===== config.mk =====
export PLATFORM = sky130hd
export DESIGN_NAME = c2d_mac
export DESIGN_NICKNAME = d
export VERILOG_FILES = /design/src/rtl/c2d_pkg.sv /design/src/rtl/c2d_mac.sv
export SDC_FILE = /design/constraint.sdc
export NUM_CORES = 1
export LEC_CHECK = 0
export BUFFER_PORTS_ARGS = -buffer_cell sky130_fd_sc_hd__buf_2
export CORE_MARGIN = 2
export CORE_UTILIZATION = 50
export DETAILED_ROUTE_END_ITERATION = 10
export GPL_TIMING_DRIVEN = 0
export PLACE_DENSITY = 0.67
export SETUP_SLACK_MARGIN = 0.5
export SYNTH_ARGS = -nofsm -noshare
export SYNTH_HDL_FRONTEND = slang
export SYNTH_SLANG_ARGS = --single-unit

===== constraint.sdc =====
create_clock -name clk -period 11.52 [get_ports clk]
set_clock_uncertainty 0.1 [all_clocks]
set_input_delay 2.304 -clock clk [delete_from_list [all_inputs] [get_ports clk]]
set_output_delay 2.304 -clock clk [all_outputs]
set_load 0.005 [all_outputs]

===== src/rtl/c2d_pkg.sv =====
// ---------------------------------------------------------------------------
// c2d_pkg
// Shared types, codes and constants of the padded, strided 2d convolution.
// ---------------------------------------------------------------------------
package c2d_pkg;

  // default store sizing, handed to the top level parameters
  localparam int DEF_MAX_CHANNELS   = 4;
  localparam int DEF_MAX_IMAGE_DIM  = 32;
  localparam int DEF_MAX_KERNELS    = 8;
  localparam int DEF_MAX_KERNEL_DIM = 5;

  localparam int STRIDE_MAX = 4;
  localparam int PAD_MAX    = 4;

  localparam int VAL_W = 16;
  localparam int PROD_W = 2 * VAL_W;
  localparam int SUM_W = 40;
  // enough headroom for the largest tap count at the widest parameters
  localparam int ACC_W = 44;
  // signed coordinate width for row*stride - pad + tap
  localparam int CRD_W = 11;

  localparam int CFG_IDX_W  = 3;
  localparam int CFG_DATA_W = 6;

  localparam logic [CFG_IDX_W-1:0] CFG_CHANNEL_COUNT = 3'd0;
  localparam logic [CFG_IDX_W-1:0] CFG_IMAGE_HEIGHT  = 3'd1;
  localparam logic [CFG_IDX_W-1:0] CFG_IMAGE_WIDTH   = 3'd2;
  localparam logic [CFG_IDX_W-1:0] CFG_KERNEL_COUNT  = 3'd3;
  localparam logic [CFG_IDX_W-1:0] CFG_KERNEL_HEIGHT = 3'd4;
  localparam logic [CFG_IDX_W-1:0] CFG_KERNEL_WIDTH  = 3'd5;
  localparam logic [CFG_IDX_W-1:0] CFG_STRIDE_STEP   = 3'd6;
  localparam logic [CFG_IDX_W-1:0] CFG_PAD_AMOUNT    = 3'd7;

  localparam logic [2:0] RST_CHANNEL_COUNT = 3'd1;
  localparam logic [5:0] RST_IMAGE_HEIGHT  = 6'd32;
  localparam logic [5:0] RST_IMAGE_WIDTH   = 6'd32;
  localparam logic [3:0] RST_KERNEL_COUNT  = 4'd1;
  localparam logic [2:0] RST_KERNEL_HEIGHT = 3'd3;
  localparam logic [2:0] RST_KERNEL_WIDTH  = 3'd3;
  localparam logic [2:0] RST_STRIDE_STEP   = 3'd1;
  localparam logic [2:0] RST_PAD_AMOUNT    = 3'd0;

  localparam logic [1:0] REQ_LOAD_IMG = 2'd0;
  localparam logic [1:0] REQ_LOAD_WGT = 2'd1;
  localparam logic [1:0] REQ_COMPUTE  = 2'd2;

  localparam logic STATUS_OK    = 1'b0;
  localparam logic STATUS_RANGE = 1'b1;

  localparam logic signed [SUM_W-1:0] SUM_MAX = {1'b0, {(SUM_W-1){1'b1}}};
  localparam logic signed [SUM_W-1:0] SUM_MIN = {1'b1, {(SUM_W-1){1'b0}}};

  typedef enum logic [1:0] {
    ST_IDLE,
    ST_RUN,
    ST_WAIT,
    ST_FINISH
  } seq_state_t;

  typedef struct packed {
    logic [1:0]              req_type;
    logic [1:0]              channel_sel;
    logic [2:0]              kernel_sel;
    logic [5:0]              row_pos;
    logic [5:0]              col_pos;
    logic signed [VAL_W-1:0] load_value;
  } in_req_t;

  typedef struct packed {
    logic signed [SUM_W-1:0] conv_sum;
    logic                    status;
  } out_res_t;

  // configuration as used, each field saturated into its legal range
  typedef struct packed {
    logic [2:0] nc;
    logic [5:0] ih;
    logic [5:0] iw;
    logic [3:0] nk;
    logic [2:0] kh;
    logic [2:0] kw;
    logic [2:0] st;
    logic [2:0] pd;
  } cfg_t;

  typedef struct packed {
    logic clear;
    logic tap_valid;
    logic tap_last;
  } mac_ctl_t;

  typedef struct packed {
    logic                    done;
    logic signed [SUM_W-1:0] sum;
  } mac_stat_t;

  function automatic int clampu(input int v, input int lo, input int hi);
    int r;
    r = v;
    if (v < lo) r = lo;
    if (v > hi) r = hi;
    return r;
  endfunction

endpackage


===== src/rtl/c2d_mac.sv =====
// ---------------------------------------------------------------------------
// c2d_mac
// Two-stage multiply-accumulate with saturation of the final sum.
// ---------------------------------------------------------------------------
module c2d_mac import c2d_pkg::*; (
  input  logic                    clk,
  input  logic                    rst_n,
  input  mac_ctl_t                ctl,
  input  logic signed [VAL_W-1:0] sample,
  input  logic signed [VAL_W-1:0] weight,
  output mac_stat_t               stat
);

  logic signed [PROD_W-1:0] prod_r;
  logic                     pv_r;
  logic                     pl_r;
  logic signed [ACC_W-1:0]  acc_r;
  logic                     done_r;
  logic [ACC_W-SUM_W:0]     acc_top;

  always_ff @(posedge clk) begin
    if (!rst_n) begin
      pv_r   <= 1'b0;
      pl_r   <= 1'b0;
      done_r <= 1'b0;
    end else begin
      pv_r   <= ctl.tap_valid;
      pl_r   <= ctl.tap_last;
      done_r <= pl_r;
    end
  end

  always_ff @(posedge clk) begin
    prod_r <= sample * weight;
    if (ctl.clear) begin
      acc_r <= '0;
    end else if (pv_r) begin
      acc_r <= acc_r + {{(ACC_W-PROD_W){prod_r[PROD_W-1]}}, prod_r};
    end
  end

  // the sum fits when the guard bits all match the sign
  assign acc_top = acc_r[ACC_W-1:SUM_W-1];

  always_comb begin
    stat.done = done_r;
    if ((&acc_top) || !(|acc_top)) begin
      stat.sum = acc_r[SUM_W-1:0];
    end else if (acc_r[ACC_W-1]) begin
      stat.sum = SUM_MIN;
    end else begin
      stat.sum = SUM_MAX;
    end
  end

endmodule


==> metrics.txt, run 1 <==
status=complete, no violations; DR WL/cell=~18 um; async set-reset flop share out of synthesis=0%; Starting DRT DRC Count=about 640; Final GP Congestion=around 0.96; dpl ws=roughly 2.6 ns; HP Start=pl_r; Area growth syn-to-layout=7.725%; layout cells sized above 1=between 6 and 7%; cts repair resizes=0; slowest CP cell=fa_1; largest family of logic cells by synthesized area=adder cells; drt pass-1 iters=5; Register-to-Register Path Depth=10; critical path fanouts, max=10; DRT Wirelength=between 30 and 40 mm; I/O pin count=78; Root Buffer=clkbuf_16; postcts setup bufs=0; CP most frequent cell=fa_1; grt ovf=0; largest buffer count on any clock path=2; drc violations=0; element type at the critical path end=flip-flop; Hold Path Sink=done_r; max-slew violation count=0; height of the die=between 150 and 200 um; H-Tree Level Count=3; synth top area cells=fa_1, dfxtp_1, ha_1; Num CTS Buffers=9; post-layout util=a little over half; Fmax=roughly 120 MHz; flops & latches, synth=79; Clk Latency, worst-skew pair=between 0.3 and 0.4 ns; RSZ-0062 raised after global routing=false; Filler Cell Count=2783; CP bufs+invs=5; Synth Area in Compound Gates=~13%; Max stage delay on crit path=0.59 ns; hold_buf cts=0; period utilisation layout=roughly three quarters; Total GRT Usage=about a quarter; reg-to-reg endpoint=acc_r[43]; crit path DAT=about 8.7 ns; PnR worst setup slack=slightly below 3 ns; multiplexer area fraction after synthesis=about 1.5%; Worst setup SP type=input port; r2r setup slk=8.24 ns; yosys warns=0; Final nets=2203; worst r2r src=prod_r[31]; ys flop type=dfxtp_1; synthesized-area fraction occupied by xor and xnor cells=roughly 3.5%; Initial Util=50.63%; number of synthesized flops with an enable pin=0; max cap viols=0; hold depth=1; count of cell types in the netlist=just under 80; Crit path required time=11.66 ns; Final Hold Fails=0; sequential-to-total area share from yosys stat=between 10% and 20%; post-route minimum period=between 8 and 9 ns; Vias/cell=5.482; number of nets with antenna violations after routing=0; initial antenna violation count=0; gr busiest metal=met2; Clock Sinks=79; Post-Route Setup TNS=0 ns; Core ar.=29560 um^2; Worst Max-Slew Pin Slew=0.9616 ns; DIE WIDTH=about 180 um; final setup violation count=0; Synth Instances=approximately 1700; CTS tree=done; Top Family by Delay on Critical Path=adder cells; worst hold path class=flip-flop to flip-flop; syn nets=about 2100; slew margin rel.=between 30% and 40%; cell row count=between 60 and 70; Mapped Area=around 15000 um^2; first-pass GRT wire length=approximately 63 mm; crit path kind=input port to flip-flop; syn avg cell area=around 8.9 um^2; worst path cell trace=buf_2, clkbuf_1, nand2_1, fa_1, inv_1, fa_1, fa_1, fa_1, fa_1, inv_1, fa_1, inv_1, ha_1, and3_1, nand2b_1, a21oi_1, nand2_1, a21oi_1, o21ai_1, a221oi_1, a21oi_1, xnor2_1; Synth top area share=between 30% and 40%; port bufs=slightly below 80; Post-DP HPWL=between 30 and 40 mm; Post-Synth Adder-Cell Area=45.63%; full die area=31330 um^2; global routing usage on met3=under 10%; vias in the first global route=between 10000 and 15000; Yosys top cell by area=fa_1; grt met1 use=32.78%; via count=11917; clock transition at the registers of the reported paths=0.07 ns; grt met2 use=a little under half; largest net degree at the start of global routing=16; area share of and/or/nand/nor cells after synthesis=roughly 16%
-- placed cells by master, fill, tap and decap left out, types with 7 or more instances in the layout --
cell type  synthesis  layout
inv_1            330     330
fa_1             263     263
nand2_1          157     157
and2_1           132     132
ha_1             125     125
buf_2              3      80
dfxtp_1           79      79
nor2_1            78      78
a21o_1            75      75
a21oi_1           62      62
clkbuf_1          53      53
xnor2_1           37      37
o21ai_0           31      31
xor2_1            22      22
nand3_1           21      21
mux2i_1           21      21
nor3_1            20      20
nor2b_1           15      15
nand4_1           14      14
o21bai_1          14      14
and3_1             9       9
nand2b_1           9       9
clkbuf_16          0       9
a21boi_0           8       8
a31oi_1            8       8
o21ai_1            7       7
o211ai_1           7       7
-- synth_stat cells, drive strengths merged (10+ instances only) --
master / n
fa: 263
nand2: 158
o21bai: 14
and2: 132
nor2b: 15
xnor2: 37
nor3: 20
ha: 125
xor2: 22
o21ai: 39
nor2: 79
dfxtp: 79
clkbuf: 54
a21oi: 63
inv: 330
nand4: 15
buf: 11
and3: 10
a21o: 77
mux2i: 21
nand3: 22
o211ai: 10
-- area by class of cell --
cell class                 count  area [um^2]  share of cell area [%]
clock inverter                 7        55.05                  0.3415
inverter                     331         1242                   7.707
buffer                        65        271.5                   1.684
clock buffer                   9        225.2                   1.397
sequential                    79         1582                   9.810
tap                          390        488.0                   3.027
multi-input combinational   1215        11870                   73.63
timing repair buffer          77        385.4                   2.390
antenna                        1        2.502                 0.01552
-- flip-flops by register name, summed over array words and instances, names as in the netlist --
signal and cells:
prod_r 32, acc_r 44, pl_r 1, pv_r 1, done_r 1
-- cell families after synthesis --
family	after synthesis
buffers and inverters	396
muxes	22
and+or+nand+nor	481
xor gates and xnor gates	59
DFF	79
AOI/OAI and AO/OA	265
adders and majority gates	388
-- worst register-to-register path, cell delays in order, from the launching register on --
cell	delay, ns
dfxtp_1	0.77
ha_1	0.41
a21o_1	0.21
a21o_1	0.18
a21o_1	0.19
a21o_1	0.18
a21oi_1	0.17
o21ai_2	0.12
a221oi_2	0.28
mux2i_1	0.23
mux2_1	0.33
-- metal layers --
metal,part of all wire [%],vias up
met2,49,305
met5,0,-
met3,4.6,103
li1,-,5504
met1,42,6005
met4,4.5,0
-- worst max path at each step --
stage                    from         end  slack (ns)  cells after the start
global placement    sample[8]  prod_r[29]        2.71                     22
detailed placement  weight[7]  prod_r[31]        2.64                     24
finish              sample[8]  prod_r[31]        2.96                     22
CTS                 sample[8]  prod_r[31]        2.98                     22
global route        sample[8]  prod_r[31]        2.56                     22
floorplan           weight[1]  prod_r[30]        3.69                     23
-- through the flow --
stage	cells	hold slack (ns)	area (um^2)
floorplan	1690	0.3118	14970
global route	2173	0.3626	16120
global placement	2157	0.3250	15840
detailed placement	2157	0.3355	15840
CTS	2173	0.3545	16120
finish	2174	0.3478	16120
Power of run 1 is not shown: default switching activity piles up to over one toggle a cycle in this logic, so the estimate is an artifact.
==> inputs of run 2 (changes only) <==
- PLACE_DENSITY: 0.67 -> 0.7
- clock period: 11.52 -> 7.8 ns (I/O delays scaled with it)
==> run 2 against run 1 <==
- via count increased by 1.1%
- critical endpoint is now prod_r[30]
- count of clock-buffer cells in the layout unchanged
- global-route usage decreased by 0.30 points
==> metrics.txt, run 2 (synthesized netlist as in run 1, its figures left out) <==
first-pass GRT wire length=62.86 mm (-0.65%); Area growth syn-to-layout=9.548%; largest net degree at the start of global routing=16 (unchanged); height of the die=177.0 um (unchanged); crit path DAT=7.25 ns (-1.45 ns); global routing usage on met3=2.985% (-0.34 points); DR WL/cell=17.46 um (-0.57%); Total GRT Usage=25.72% (-0.30 points); drc violations=0 (unchanged); fin cells=2179 (+0.23%); element type at the critical path end=flip-flop; period utilisation layout=91.52%; placed cell count=2157 (unchanged); Ant. Diodes=0 (-1); Starting DRT DRC Count=653 (+2.2%); Worst Max-Slew Pin Slew=0.9697 ns (+0.008095 ns); PnR worst setup slack=0.6616 ns (-2.301 ns); dpl ws=-0.3942 ns (-3.029 ns); grt met1 use=31.77% (-1.0 points); Final nets=2209 (+0.27%); Initial Util=50.63% (unchanged); full die area=31330 um^2 (unchanged); DRT Wirelength=38.04 mm (-0.35%); post-route minimum period=around 7.1 ns; crit path kind=input port to flip-flop; number of nets with antenna violations after routing=0 (unchanged); drt pass-1 iters=5 (unchanged); most frequent cells in the layout=inv_1, fa_1, nand2_1; grt ovf=0 (unchanged); port bufs=77 (unchanged); Root Buffer=clkbuf_16; largest buffer count on any clock path=2 (unchanged); Worst setup SP type=input port; Core ar.=29560 um^2 (unchanged); largest register by flop count=acc_r; hold depth=1 (unchanged); slew margin rel.=35.35% (-0.54 points); critical path fanouts, max=10 (unchanged); via count=12046 (+1.1%); vias in the first global route=12771 (+2.0%); DIE WIDTH=177.0 um (unchanged); I/O pin count=78 (unchanged); max cap viols=0 (unchanged); Vias/cell=5.528 (+0.85%); layout cells sized above 1=9.614% (+2.7 points); gr busiest metal=met2; RSZ-0062 raised after global routing=false; Final Hold Fails=0 (unchanged); Crit path required time=7.91 ns (-3.75 ns); Post-DP HPWL=31.79 mm (+0.21%); Clock Sinks=79 (unchanged); Clk Latency, worst-skew pair=0.34 ns (about the same); max-slew violation count=0 (unchanged); WHS=0.3359 ns (-0.01185 ns); max reg flops=44 (unchanged); Final GP Congestion=0.9841 (+2.9%); cell row count=63 (unchanged); final setup violation count=0 (unchanged); worst hold path class=flip-flop to flip-flop; initial antenna violation count=1 (+1); Register-to-Register Path Depth=11 (+1); most common cell after layout, fill and taps aside=inv_1; post-layout util=55.46% (+0.92 points); Num CTS Buffers=9 (unchanged); grt met2 use=45.14% (-0.23 points); Fmax=between 100 and 150 MHz; status=complete, no violations; Largest regs=acc_r (44), prod_r (32); H-Tree Level Count=3 (unchanged); CTS tree=done; clock transition at the registers of the reported paths=0.07 ns (about the same)
[run 2: cell types whose count changed in the layout (fill, tap and decap cells not counted), moves of 3 or more]
| cell | before | now |
|---|---|---|
| clkbuf_2 | 1 | 9 |
| clkbuf_4 | 0 | 10 |
| buf_6 | 1 | 10 |
| ha_2 | 0 | 3 |
| clkbuf_1 | 53 | 23 |
| ha_1 | 125 | 122 |
| buf_4 | 4 | 14 |
[run 2: per-layer routing]
layer  part of all wire (%)  vias to the layer above
met5                      0                        -
met2                     50                      359
li1                       -                     5535
met4                    4.6                        0
met1                     40                     6038
met3                    5.2                      114
[run 2: worst max-delay path, cell delays in order]
cell and delay, ns:
buf_2 0.20, clkbuf_4 0.27, nand2_1 0.10, fa_1 0.51, fa_1 0.49, fa_1 0.53, fa_1 0.54, inv_1 0.05
fa_1 0.50, fa_1 0.42, ha_1 0.34, a21o_1 0.19, a21o_1 0.22, a41oi_1 0.25, o211ai_2 0.19, a31oi_4 0.35
o21ai_2 0.13, a311o_1 0.41
[run 2: worst paths after layout]
kind,from,slack [ns],end
min reg2reg,pl_r,0.34,done_r
max,sample[9],0.66,prod_r[30]
max reg2reg,acc_r[25],4.49,acc_r[43]
min,pl_r,0.34,done_r
[run 2: stage by stage]
step | setup TNS, ns | area [um^2]
after CTS | 0 | 16210
after global placement | -0.6171 | 15840
after global routing | 0 | 16390
final | 0 | 16390
after floorplan | 0 | 14970
after detailed placement | -1.147 | 15840
[run 2: repair_timing]
| item | 4_1_cts | 5_1_grt |
|---|---|---|
| hold buffers | 0 | 0 |
| pin swaps | 1 | 7 |
| resized for setup | 41 | 67 |
| setup endpoints to repair | 8 | 8 |
| gates cloned | 0 | 0 |
| endpoints found under the hold margin | 0 | 0 |
| buffers inserted | 0 | 6 |
[run 2: final cells by class]
type                            count  area, um^2
Fill cell                        2736       13170
Multi-Input combinational cell   1215       11930
Sequential cell                    79        1582
Inverter                          331        1242
Tap cell                          390       488.0
Timing Repair Buffer               83       450.4
Buffer                             65       395.4
Clock buffer                        9       225.2
Clock inverter                      7       77.57
Power of run 2 is left out for the same reason.
