<file path="src/rtl/c2d_pkg.sv">
// ---------------------------------------------------------------------------
// c2d_pkg
// Shared types, codes and constants of the padded, strided 2d convolution.
// ---------------------------------------------------------------------------
package c2d_pkg;

  // default store sizing, handed to the top level parameters
  localparam int DEF_MAX_CHANNELS   = 4;
  localparam int DEF_MAX_IMAGE_DIM  = 32;
  localparam int DEF_MAX_KERNELS    = 8;
  localparam int DEF_MAX_KERNEL_DIM = 5;

  localparam int STRIDE_MAX = 4;
  localparam int PAD_MAX    = 4;

  localparam int VAL_W = 16;
  localparam int PROD_W = 2 * VAL_W;
  localparam int SUM_W = 40;
  // enough headroom for the largest tap count at the widest parameters
  localparam int ACC_W = 44;
  // signed coordinate width for row*stride - pad + tap
  localparam int CRD_W = 11;

  localparam int CFG_IDX_W  = 3;
  localparam int CFG_DATA_W = 6;

  localparam logic [CFG_IDX_W-1:0] CFG_CHANNEL_COUNT = 3'd0;
  localparam logic [CFG_IDX_W-1:0] CFG_IMAGE_HEIGHT  = 3'd1;
  localparam logic [CFG_IDX_W-1:0] CFG_IMAGE_WIDTH   = 3'd2;
  localparam logic [CFG_IDX_W-1:0] CFG_KERNEL_COUNT  = 3'd3;
  localparam logic [CFG_IDX_W-1:0] CFG_KERNEL_HEIGHT = 3'd4;
  localparam logic [CFG_IDX_W-1:0] CFG_KERNEL_WIDTH  = 3'd5;
  localparam logic [CFG_IDX_W-1:0] CFG_STRIDE_STEP   = 3'd6;
  localparam logic [CFG_IDX_W-1:0] CFG_PAD_AMOUNT    = 3'd7;

  localparam logic [2:0] RST_CHANNEL_COUNT = 3'd1;
  localparam logic [5:0] RST_IMAGE_HEIGHT  = 6'd32;
  localparam logic [5:0] RST_IMAGE_WIDTH   = 6'd32;
  localparam logic [3:0] RST_KERNEL_COUNT  = 4'd1;
  localparam logic [2:0] RST_KERNEL_HEIGHT = 3'd3;
  localparam logic [2:0] RST_KERNEL_WIDTH  = 3'd3;
  localparam logic [2:0] RST_STRIDE_STEP   = 3'd1;
  localparam logic [2:0] RST_PAD_AMOUNT    = 3'd0;

  localparam logic [1:0] REQ_LOAD_IMG = 2'd0;
  localparam logic [1:0] REQ_LOAD_WGT = 2'd1;
  localparam logic [1:0] REQ_COMPUTE  = 2'd2;

  localparam logic STATUS_OK    = 1'b0;
  localparam logic STATUS_RANGE = 1'b1;

  localparam logic signed [SUM_W-1:0] SUM_MAX = {1'b0, {(SUM_W-1){1'b1}}};
  localparam logic signed [SUM_W-1:0] SUM_MIN = {1'b1, {(SUM_W-1){1'b0}}};

  typedef enum logic [1:0] {
    ST_IDLE,
    ST_RUN,
    ST_WAIT,
    ST_FINISH
  } seq_state_t;

  typedef struct packed {
    logic [1:0]              req_type;
    logic [1:0]              channel_sel;
    logic [2:0]              kernel_sel;
    logic [5:0]              row_pos;
    logic [5:0]              col_pos;
    logic signed [VAL_W-1:0] load_value;
  } in_req_t;

  typedef struct packed {
    logic signed [SUM_W-1:0] conv_sum;
    logic                    status;
  } out_res_t;

  // configuration as used, each field saturated into its legal range
  typedef struct packed {
    logic [2:0] nc;
    logic [5:0] ih;
    logic [5:0] iw;
    logic [3:0] nk;
    logic [2:0] kh;
    logic [2:0] kw;
    logic [2:0] st;
    logic [2:0] pd;
  } cfg_t;

  typedef struct packed {
    logic clear;
    logic tap_valid;
    logic tap_last;
  } mac_ctl_t;

  typedef struct packed {
    logic                    done;
    logic signed [SUM_W-1:0] sum;
  } mac_stat_t;

  function automatic int clampu(input int v, input int lo, input int hi);
    int r;
    r = v;
    if (v < lo) r = lo;
    if (v > hi) r = hi;
    return r;
  endfunction

endpackage

</file>
<file path="src/rtl/c2d_cfg.sv">
// ---------------------------------------------------------------------------
// c2d_cfg
// Configuration registers with saturation of each value into its range.
// ---------------------------------------------------------------------------
module c2d_cfg import c2d_pkg::*; #(
  parameter int MAX_CHANNELS   = DEF_MAX_CHANNELS,
  parameter int MAX_IMAGE_DIM  = DEF_MAX_IMAGE_DIM,
  parameter int MAX_KERNELS    = DEF_MAX_KERNELS,
  parameter int MAX_KERNEL_DIM = DEF_MAX_KERNEL_DIM
) (
  input  logic                  clk,
  input  logic                  rst_n,
  input  logic                  cfg_we,
  input  logic [CFG_IDX_W-1:0]  cfg_index,
  input  logic [CFG_DATA_W-1:0] cfg_wdata,
  output cfg_t                  cfg
);

  logic [2:0] nc_r;
  logic [5:0] ih_r;
  logic [5:0] iw_r;
  logic [3:0] nk_r;
  logic [2:0] kh_r;
  logic [2:0] kw_r;
  logic [2:0] st_r;
  logic [2:0] pd_r;

  always_ff @(posedge clk) begin
    if (!rst_n) begin
      nc_r <= RST_CHANNEL_COUNT;
      ih_r <= RST_IMAGE_HEIGHT;
      iw_r <= RST_IMAGE_WIDTH;
      nk_r <= RST_KERNEL_COUNT;
      kh_r <= RST_KERNEL_HEIGHT;
      kw_r <= RST_KERNEL_WIDTH;
      st_r <= RST_STRIDE_STEP;
      pd_r <= RST_PAD_AMOUNT;
    end else if (cfg_we) begin
      unique case (cfg_index)
        CFG_CHANNEL_COUNT: nc_r <= cfg_wdata[2:0];
        CFG_IMAGE_HEIGHT:  ih_r <= cfg_wdata[5:0];
        CFG_IMAGE_WIDTH:   iw_r <= cfg_wdata[5:0];
        CFG_KERNEL_COUNT:  nk_r <= cfg_wdata[3:0];
        CFG_KERNEL_HEIGHT: kh_r <= cfg_wdata[2:0];
        CFG_KERNEL_WIDTH:  kw_r <= cfg_wdata[2:0];
        CFG_STRIDE_STEP:   st_r <= cfg_wdata[2:0];
        CFG_PAD_AMOUNT:    pd_r <= cfg_wdata[2:0];
        default: ;
      endcase
    end
  end

  always_comb begin
    cfg.nc = 3'(clampu(int'(nc_r), 1, MAX_CHANNELS));
    cfg.ih = 6'(clampu(int'(ih_r), 1, MAX_IMAGE_DIM));
    cfg.iw = 6'(clampu(int'(iw_r), 1, MAX_IMAGE_DIM));
    cfg.nk = 4'(clampu(int'(nk_r), 1, MAX_KERNELS));
    cfg.kh = 3'(clampu(int'(kh_r), 1, MAX_KERNEL_DIM));
    cfg.kw = 3'(clampu(int'(kw_r), 1, MAX_KERNEL_DIM));
    cfg.st = 3'(clampu(int'(st_r), 1, STRIDE_MAX));
    cfg.pd = 3'(clampu(int'(pd_r), 0, PAD_MAX));
  end

endmodule

</file>
<file path="config.mk">
export PLATFORM = sky130hd
export DESIGN_NAME = c2d_cfg
export DESIGN_NICKNAME = d
export VERILOG_FILES = /design/src/rtl/c2d_pkg.sv /design/src/rtl/c2d_cfg.sv
export SDC_FILE = /design/constraint.sdc
export NUM_CORES = 1
export LEC_CHECK = 0
export ABC_AREA = 1
export BUFFER_PORTS_ARGS = -buffer_cell sky130_fd_sc_hd__buf_2
export CAP_MARGIN = 30
export CORE_ASPECT_RATIO = 1.4
export CORE_MARGIN = 5
export CORE_UTILIZATION = 50
export CTS_BUF_LIST = sky130_fd_sc_hd__clkbuf_16
export DETAILED_ROUTE_END_ITERATION = 12
export GPL_ROUTABILITY_DRIVEN = 0
export GPL_TIMING_DRIVEN = 1
export PLACE_DENSITY = 0.82
export REMOVE_ABC_BUFFERS = 1
export SLEW_MARGIN = 30
export SYNTH_ARGS = -nofsm -noshare
export SYNTH_HDL_FRONTEND = slang
export SYNTH_SLANG_ARGS = --single-unit
</file>
<file path="constraint.sdc">
create_clock -name clk -period 1.6 [get_ports clk]
set_clock_uncertainty 0.15 [all_clocks]
set_input_delay 0.32 -clock clk [delete_from_list [all_inputs] [get_ports clk]]
set_output_delay 0.32 -clock clk [all_outputs]
set_load 0.02 [all_outputs]
</file>
==> metrics, run 1 <==
min Tclk post-route=1.64 ns; flop2flop setup slack=0.79 ns; drt first pass iters=4; FF/Latch Area=626 um2; Synth Area in Adders=0%; largest net degree at the start of global routing=32; area delta synth->final=27.9%; vias in the first global route=1,406; Max Clk Rate=611 MHz; WL/cell=10.5 um; via/cell ratio=4.81; main combinational cell family by area after synthesis=simple AND/OR/NAND/NOR gates; post-synthesis cell area=1490 um2; busiest layer in global routing=met2; final cell count without fillers=322; final period utilization=102%; Clock Tree Buf Depth=2; H-tree levels=2; run status=finished with violations; io pins=43; Crit Path Max Fanout=3; nets@finish=296; RSZ-0062 raised after global routing=yes; Mapped Cells=244; clk root buf=clkbuf_16; M2 GR Usage=31.3%; width of the die=56.2 um; Hold Crit Start=cfg_wdata[5]; post-route setup slack=-0.0360 ns; CP endpoint=cfg[23]; worst-margin pin slew=0.527 ns; cts bufs inserted=5; crit path kind=flop to output port; synthesis-stage register bit count=31; clock sink count=31; initial antenna violation count=0; most frequent cells in the layout=73 x nor2_1, 55 x nand2_1, 37 x buf_2; Comb pwr share=10.8%; total power=2.09 mW; Cell variety after synth=12; most common cell after layout, fill and taps aside=nor2_1; grt met3 use=6.35%; Seq/Total Area, Yosys=41.6%; Worst Path Arrival=1.17 ns; Starting Density=51.8%; I/O Buffers=42; Final Setup Violations=2; r2r startpoint=ih_r[5]; P_leak=0.969 nW; DP HPWL=2520 um; first-pass GRT wire length=5640 um; simple-gate share of the synthesized area=43.5%; die area=4190 um2; Multi-input gate area=728 um2; First DRT Iteration DRCs=29; Reg-to-Reg End=ih_r[5]; fraction of layout cells with a size suffix above 1=21.1%; Final Hold Viols=0; worst endpoint required time=1.13 ns; crit path launch=ih_r[1]; max cap viols=0; Clock transition at path regs=0.05 ns; row count=23; Synth Area in XOR/XNOR=0%; drc violations=0; total gr overflow=0; filler cell count in the final layout=291; Yosys warning total=0; failing checks=setup timing; switching pwr=0.487 mW; Clk Latency, worst-skew pair=0.27 ns; placeable core area=2880 um2; peak supply drop=1.04 mV; Slew Viols, Final=0; power density over cell area=1100 nW/um2; Avg Cell Area, Syn=6.11 um2; Post-CTS Setup Inserts=0; Synth Area in Compound Gates=4.87%; reg2reg path depth=2; Clock power frac=49.8%; Pint=1.60 mW; total detailed-routing wirelength=3390 um; vias post-DR=1,548; CTS tree=done; endpoint class of the critical path=output port; crit start category=flop; Sw Share=23.3%; DRT antenna net count=0; HP Class=primary input to flop; Inst Count DP=314; Flop pwr share=39.4%; max_slew headroom=64.9%; antenna cells=0; met1 Usage GRT=17.0%; Die Ht=74.6 um; post-synthesis mux area share=0%; GR Util All Layers=17.3%
## registers in the layout, summed over array words and instances, names as in the netlist
register	count
kh_r	3
nk_r	4
st_r	3
ih_r	6
pd_r	3
iw_r	6
kw_r	3
nc_r	3
## power by group through the flow
stage          combinational, mW  clock (mW)  sequential [mW]
6_report                   0.225        1.04            0.824
5_1_grt                    0.254        1.10            0.827
4_1_cts                    0.222        1.06            0.821
3_5_place_dp               0.219           0            0.837
3_3_place_gp               0.216           0            0.837
2_1_floorplan              0.130           0            0.842
## timing repair
| action | 4_1_cts | 5_1_grt |
|---|---|---|
| resized for setup | 5 | 12 |
| hold buffers | 0 | 0 |
| setup endpoints to repair | 5 | 5 |
| cloned | 0 | 0 |
| pin swaps | 0 | 6 |
## layer usage
| layer | routed length [um] | up-vias |
|---|---|---|
| met3 | 249 | 11 |
| met1 | 1350 | 673 |
| met5 | 0 | - |
| met4 | 102 | 0 |
| met2 | 1690 | 44 |
| li1 | - | 820 |
## kinds of logic after synthesis
logic type | after synthesis
and+or+nand+nor | 162
buffers and inverters | 38
AOI/OAI and AO/OA | 13
DFF | 31
## how the worst min path moves through the flow
stage	to	cells after the start
after floorplan	ih_r[5]	1
after global placement	kw_r[0]	2
after detailed placement	kw_r[0]	2
after CTS	ih_r[5]	3
after global routing	iw_r[5]	3
final	ih_r[5]	3
## layout make-up
type	count	area share (%)
clock inverter	3	2.03
inverter	26	5.12
sequential	31	32.8
clock buffer	5	6.56
timing repair buffer	45	12.9
tap	37	2.43
multi-input combinational	175	38.2
## synthesized netlist by cell type
| cell type | n | area [um2] |
|---|---|---|
| buf_1 | 1 | 3.75 |
| a21boi_0 | 3 | 22.5 |
| dfxtp_1 | 31 | 621 |
| nor2_2 | 1 | 6.26 |
| clkbuf_1 | 10 | 37.5 |
| inv_1 | 26 | 97.6 |
| nand3_1 | 30 | 150 |
| o21ai_0 | 6 | 30.0 |
| a21oi_1 | 4 | 20.0 |
| buf_6 | 1 | 11.3 |
| nand2_1 | 55 | 206 |
| nor2_1 | 76 | 285 |
## stage by stage
stage          hold slack (ns)  setup slack, ns  setup TNS, ns  cell area [um2]  utilization (%)
6_report                 0.105          -0.0360        -0.0431             1910             66.3
5_1_grt                  0.148          -0.0693         -0.231             1910             66.3
3_5_place_dp             0.300            0.186              0             1720             59.7
4_1_cts                  0.102          -0.0156        -0.0181             1880             65.5
3_3_place_gp             0.307            0.239              0             1720             59.7
2_1_floorplan            0.255            0.135              0             1440                -
## critical path, stage by stage, from the launching register on
cell and delay, ns:
dfxtp_2 0.33, nor2_2 0.10, nand3_1 0.12, a21boi_1 0.18, buf_4 0.16
Power figures use the tool's default switching activity.
==> inputs of run 2 (changes only) <==
--- a/config.mk
+++ b/config.mk
@@ -17,6 +17,7 @@
 export GPL_TIMING_DRIVEN = 1
 export PLACE_DENSITY = 0.82
 export REMOVE_ABC_BUFFERS = 1
+export SETUP_SLACK_MARGIN = 0.3
 export SLEW_MARGIN = 30
 export SYNTH_ARGS = -nofsm -noshare
 export SYNTH_HDL_FRONTEND = slang
==> run 2 against run 1 <==
Effect of this change: the run still ends with setup timing left; die area is the same; critical path depth unchanged; sequential power about the same; maximum frequency is 1.1% higher; flip-flop and latch count stayed put; hold slack better by 0.0014 ns; global-route usage is 0.87 points higher; design area grew 13%; setup slack gained 0.018 ns; wire length up 12%; via count rose by 4.4%; critical endpoint is now cfg[25]; largest cell class unchanged; highest routed layer unchanged.
==> metrics, run 2 (synthesis results as in run 1) <==
run status=finished with violations; failing checks=setup timing; Min-Delay Endpoint=ih_r[5]; endpoint class of the critical path=output port; die area=4190 um2; Slew Viols, Final=0; cts bufs inserted=5; clock sink count=31; max cap viols=0; io pins=43; Multi-input gate area=790 um2; initial antenna violation count=0; Final Setup Violations=3; Top Registers=ih_r (6), iw_r (6), nk_r (4); total detailed-routing wirelength=3820 um; Starting Density=51.8%; Crit Path Max Fanout=3; flop2flop setup slack=0.74 ns; WL/cell=11.7 um; peak supply drop=0.966 mV; worst-path cell with the longest stage delay=dfxtp_2; vias in the first global route=1,482; pre-CTS setup slack=0.186 ns; CTS tree=done; GR Util All Layers=18.2%; clk root buf=clkbuf_16; P_leak=1.03 nW; r2r startpoint=ih_r[0]; Clock transition at path regs=0.05 ns; H-tree levels=2; Max Clk Rate=618 MHz; crit start category=flop; final cell count without fillers=327; worst endpoint required time=1.13 ns; I/O Buffers=42; Worst Path Arrival=1.15 ns; Die Ht=74.6 um; Inst Count DP=314; via/cell ratio=4.94; final instance area=2150 um2; Reg-to-Reg End=ih_r[0]; drt first pass iters=4; first-pass GRT wire length=5960 um; area delta synth->final=44.0%; Final Hold Viols=0; most frequent cells in the layout=67 x nor2_1, 54 x nand2_1, 29 x nand3_1; DP HPWL=2520 um; drc violations=0; min Tclk post-route=1.62 ns; post-route setup slack=-0.0179 ns; antenna cells=0; critical-path cell list=nor2_2, nand3_2, a21boi_2, buf_6; vias post-DR=1,616; crit path kind=flop to output port; placeable core area=2880 um2; Area after DPL=1720 um2; DRT antenna net count=0; most common cell after layout, fill and taps aside=nor2_1; final period utilization=101%; total gr overflow=0; worst-margin pin slew=0.530 ns; Clock Tree Buf Depth=2; Min-Delay Path Depth=3; width of the die=56.2 um; largest net degree at the start of global routing=32; power density over cell area=991 nW/um2; max_slew headroom=64.7%; row count=23; nets@finish=301; RSZ-0062 raised after global routing=yes; fraction of layout cells with a size suffix above 1=38.3%; total power=2.13 mW; reg2reg path depth=3; Clk Latency, worst-skew pair=0.27 ns; HP Class=primary input to flop; CP peak stage delay=0.32 ns; filler cell count in the final layout=241; FF/Latch Area=664 um2; setup TNS=-0.0311 ns; First DRT Iteration DRCs=38; Hold Crit Start=cfg_wdata[5]
-- run 2: cell types whose count changed in the layout (fill, tap and decap cells not counted), sizes merged --
cell	previous run	this run
buf	45	50
-- run 2: where the power goes --
group          internal [mW]  total, mW  switching (mW)  leakage, nW
clock network          0.724       1.04           0.318       0.0812
logic                  0.101      0.260           0.159        0.684
registers              0.800      0.827          0.0274        0.262
-- run 2: per-stage QoR --
stage	util, %	hold WS, ns
6_report	74.7	0.107
3_3_place_gp	59.7	0.307
2_1_floorplan	-	0.255
3_5_place_dp	59.7	0.300
4_1_cts	70.7	0.102
5_1_grt	74.7	0.147
-- run 2: routing by layer --
metal	global-route usage (%)	up-vias	part of all wire, %	wire (um)
met4	10.0	0	2.8	108
met5	0	-	0	0
met2	34.9	55	53	2040
met1	16.8	722	36	1370
li1	-	827	-	-
met3	6.52	12	7.9	303
-- run 2: what timing repair did --
action | in CTS | in global routing
pin swaps | 14 | 12
buffers inserted | 5 | 0
hold buffers | 0 | 0
gates resized for setup | 70 | 40
setup endpoints to repair | 29 | 30
-- run 2: area by class of cell --
type	count	area share (%)
Multi-Input combinational cell	175	36.8
Inverter	26	4.54
Sequential cell	31	30.9
Timing Repair Buffer	50	18.0
Clock buffer	5	5.82
Clock inverter	3	1.81
Tap cell	37	2.15
-- run 2: worst max-delay path by stage --
stage | start | end | slack, ns | cells past startpoint
floorplan | ih_r[2] | cfg[23] | 0.13 | 3
global placement | cfg_index[0] | kw_r[0] | 0.24 | 6
detailed placement | cfg_index[0] | kw_r[1] | 0.19 | 6
CTS | ih_r[0] | cfg[25] | -0.0003 | 4
global route | ih_r[1] | cfg[25] | -0.08 | 4
finish | ih_r[1] | cfg[25] | -0.02 | 4
-- run 2: worst max-delay path, delay by kind of cell, from the launching register on --
family | cells | cell delay [ns]
compound gates | 1 | 0.17
flops | 1 | 0.32
buf+inv | 1 | 0.13
simple gates | 2 | 0.24
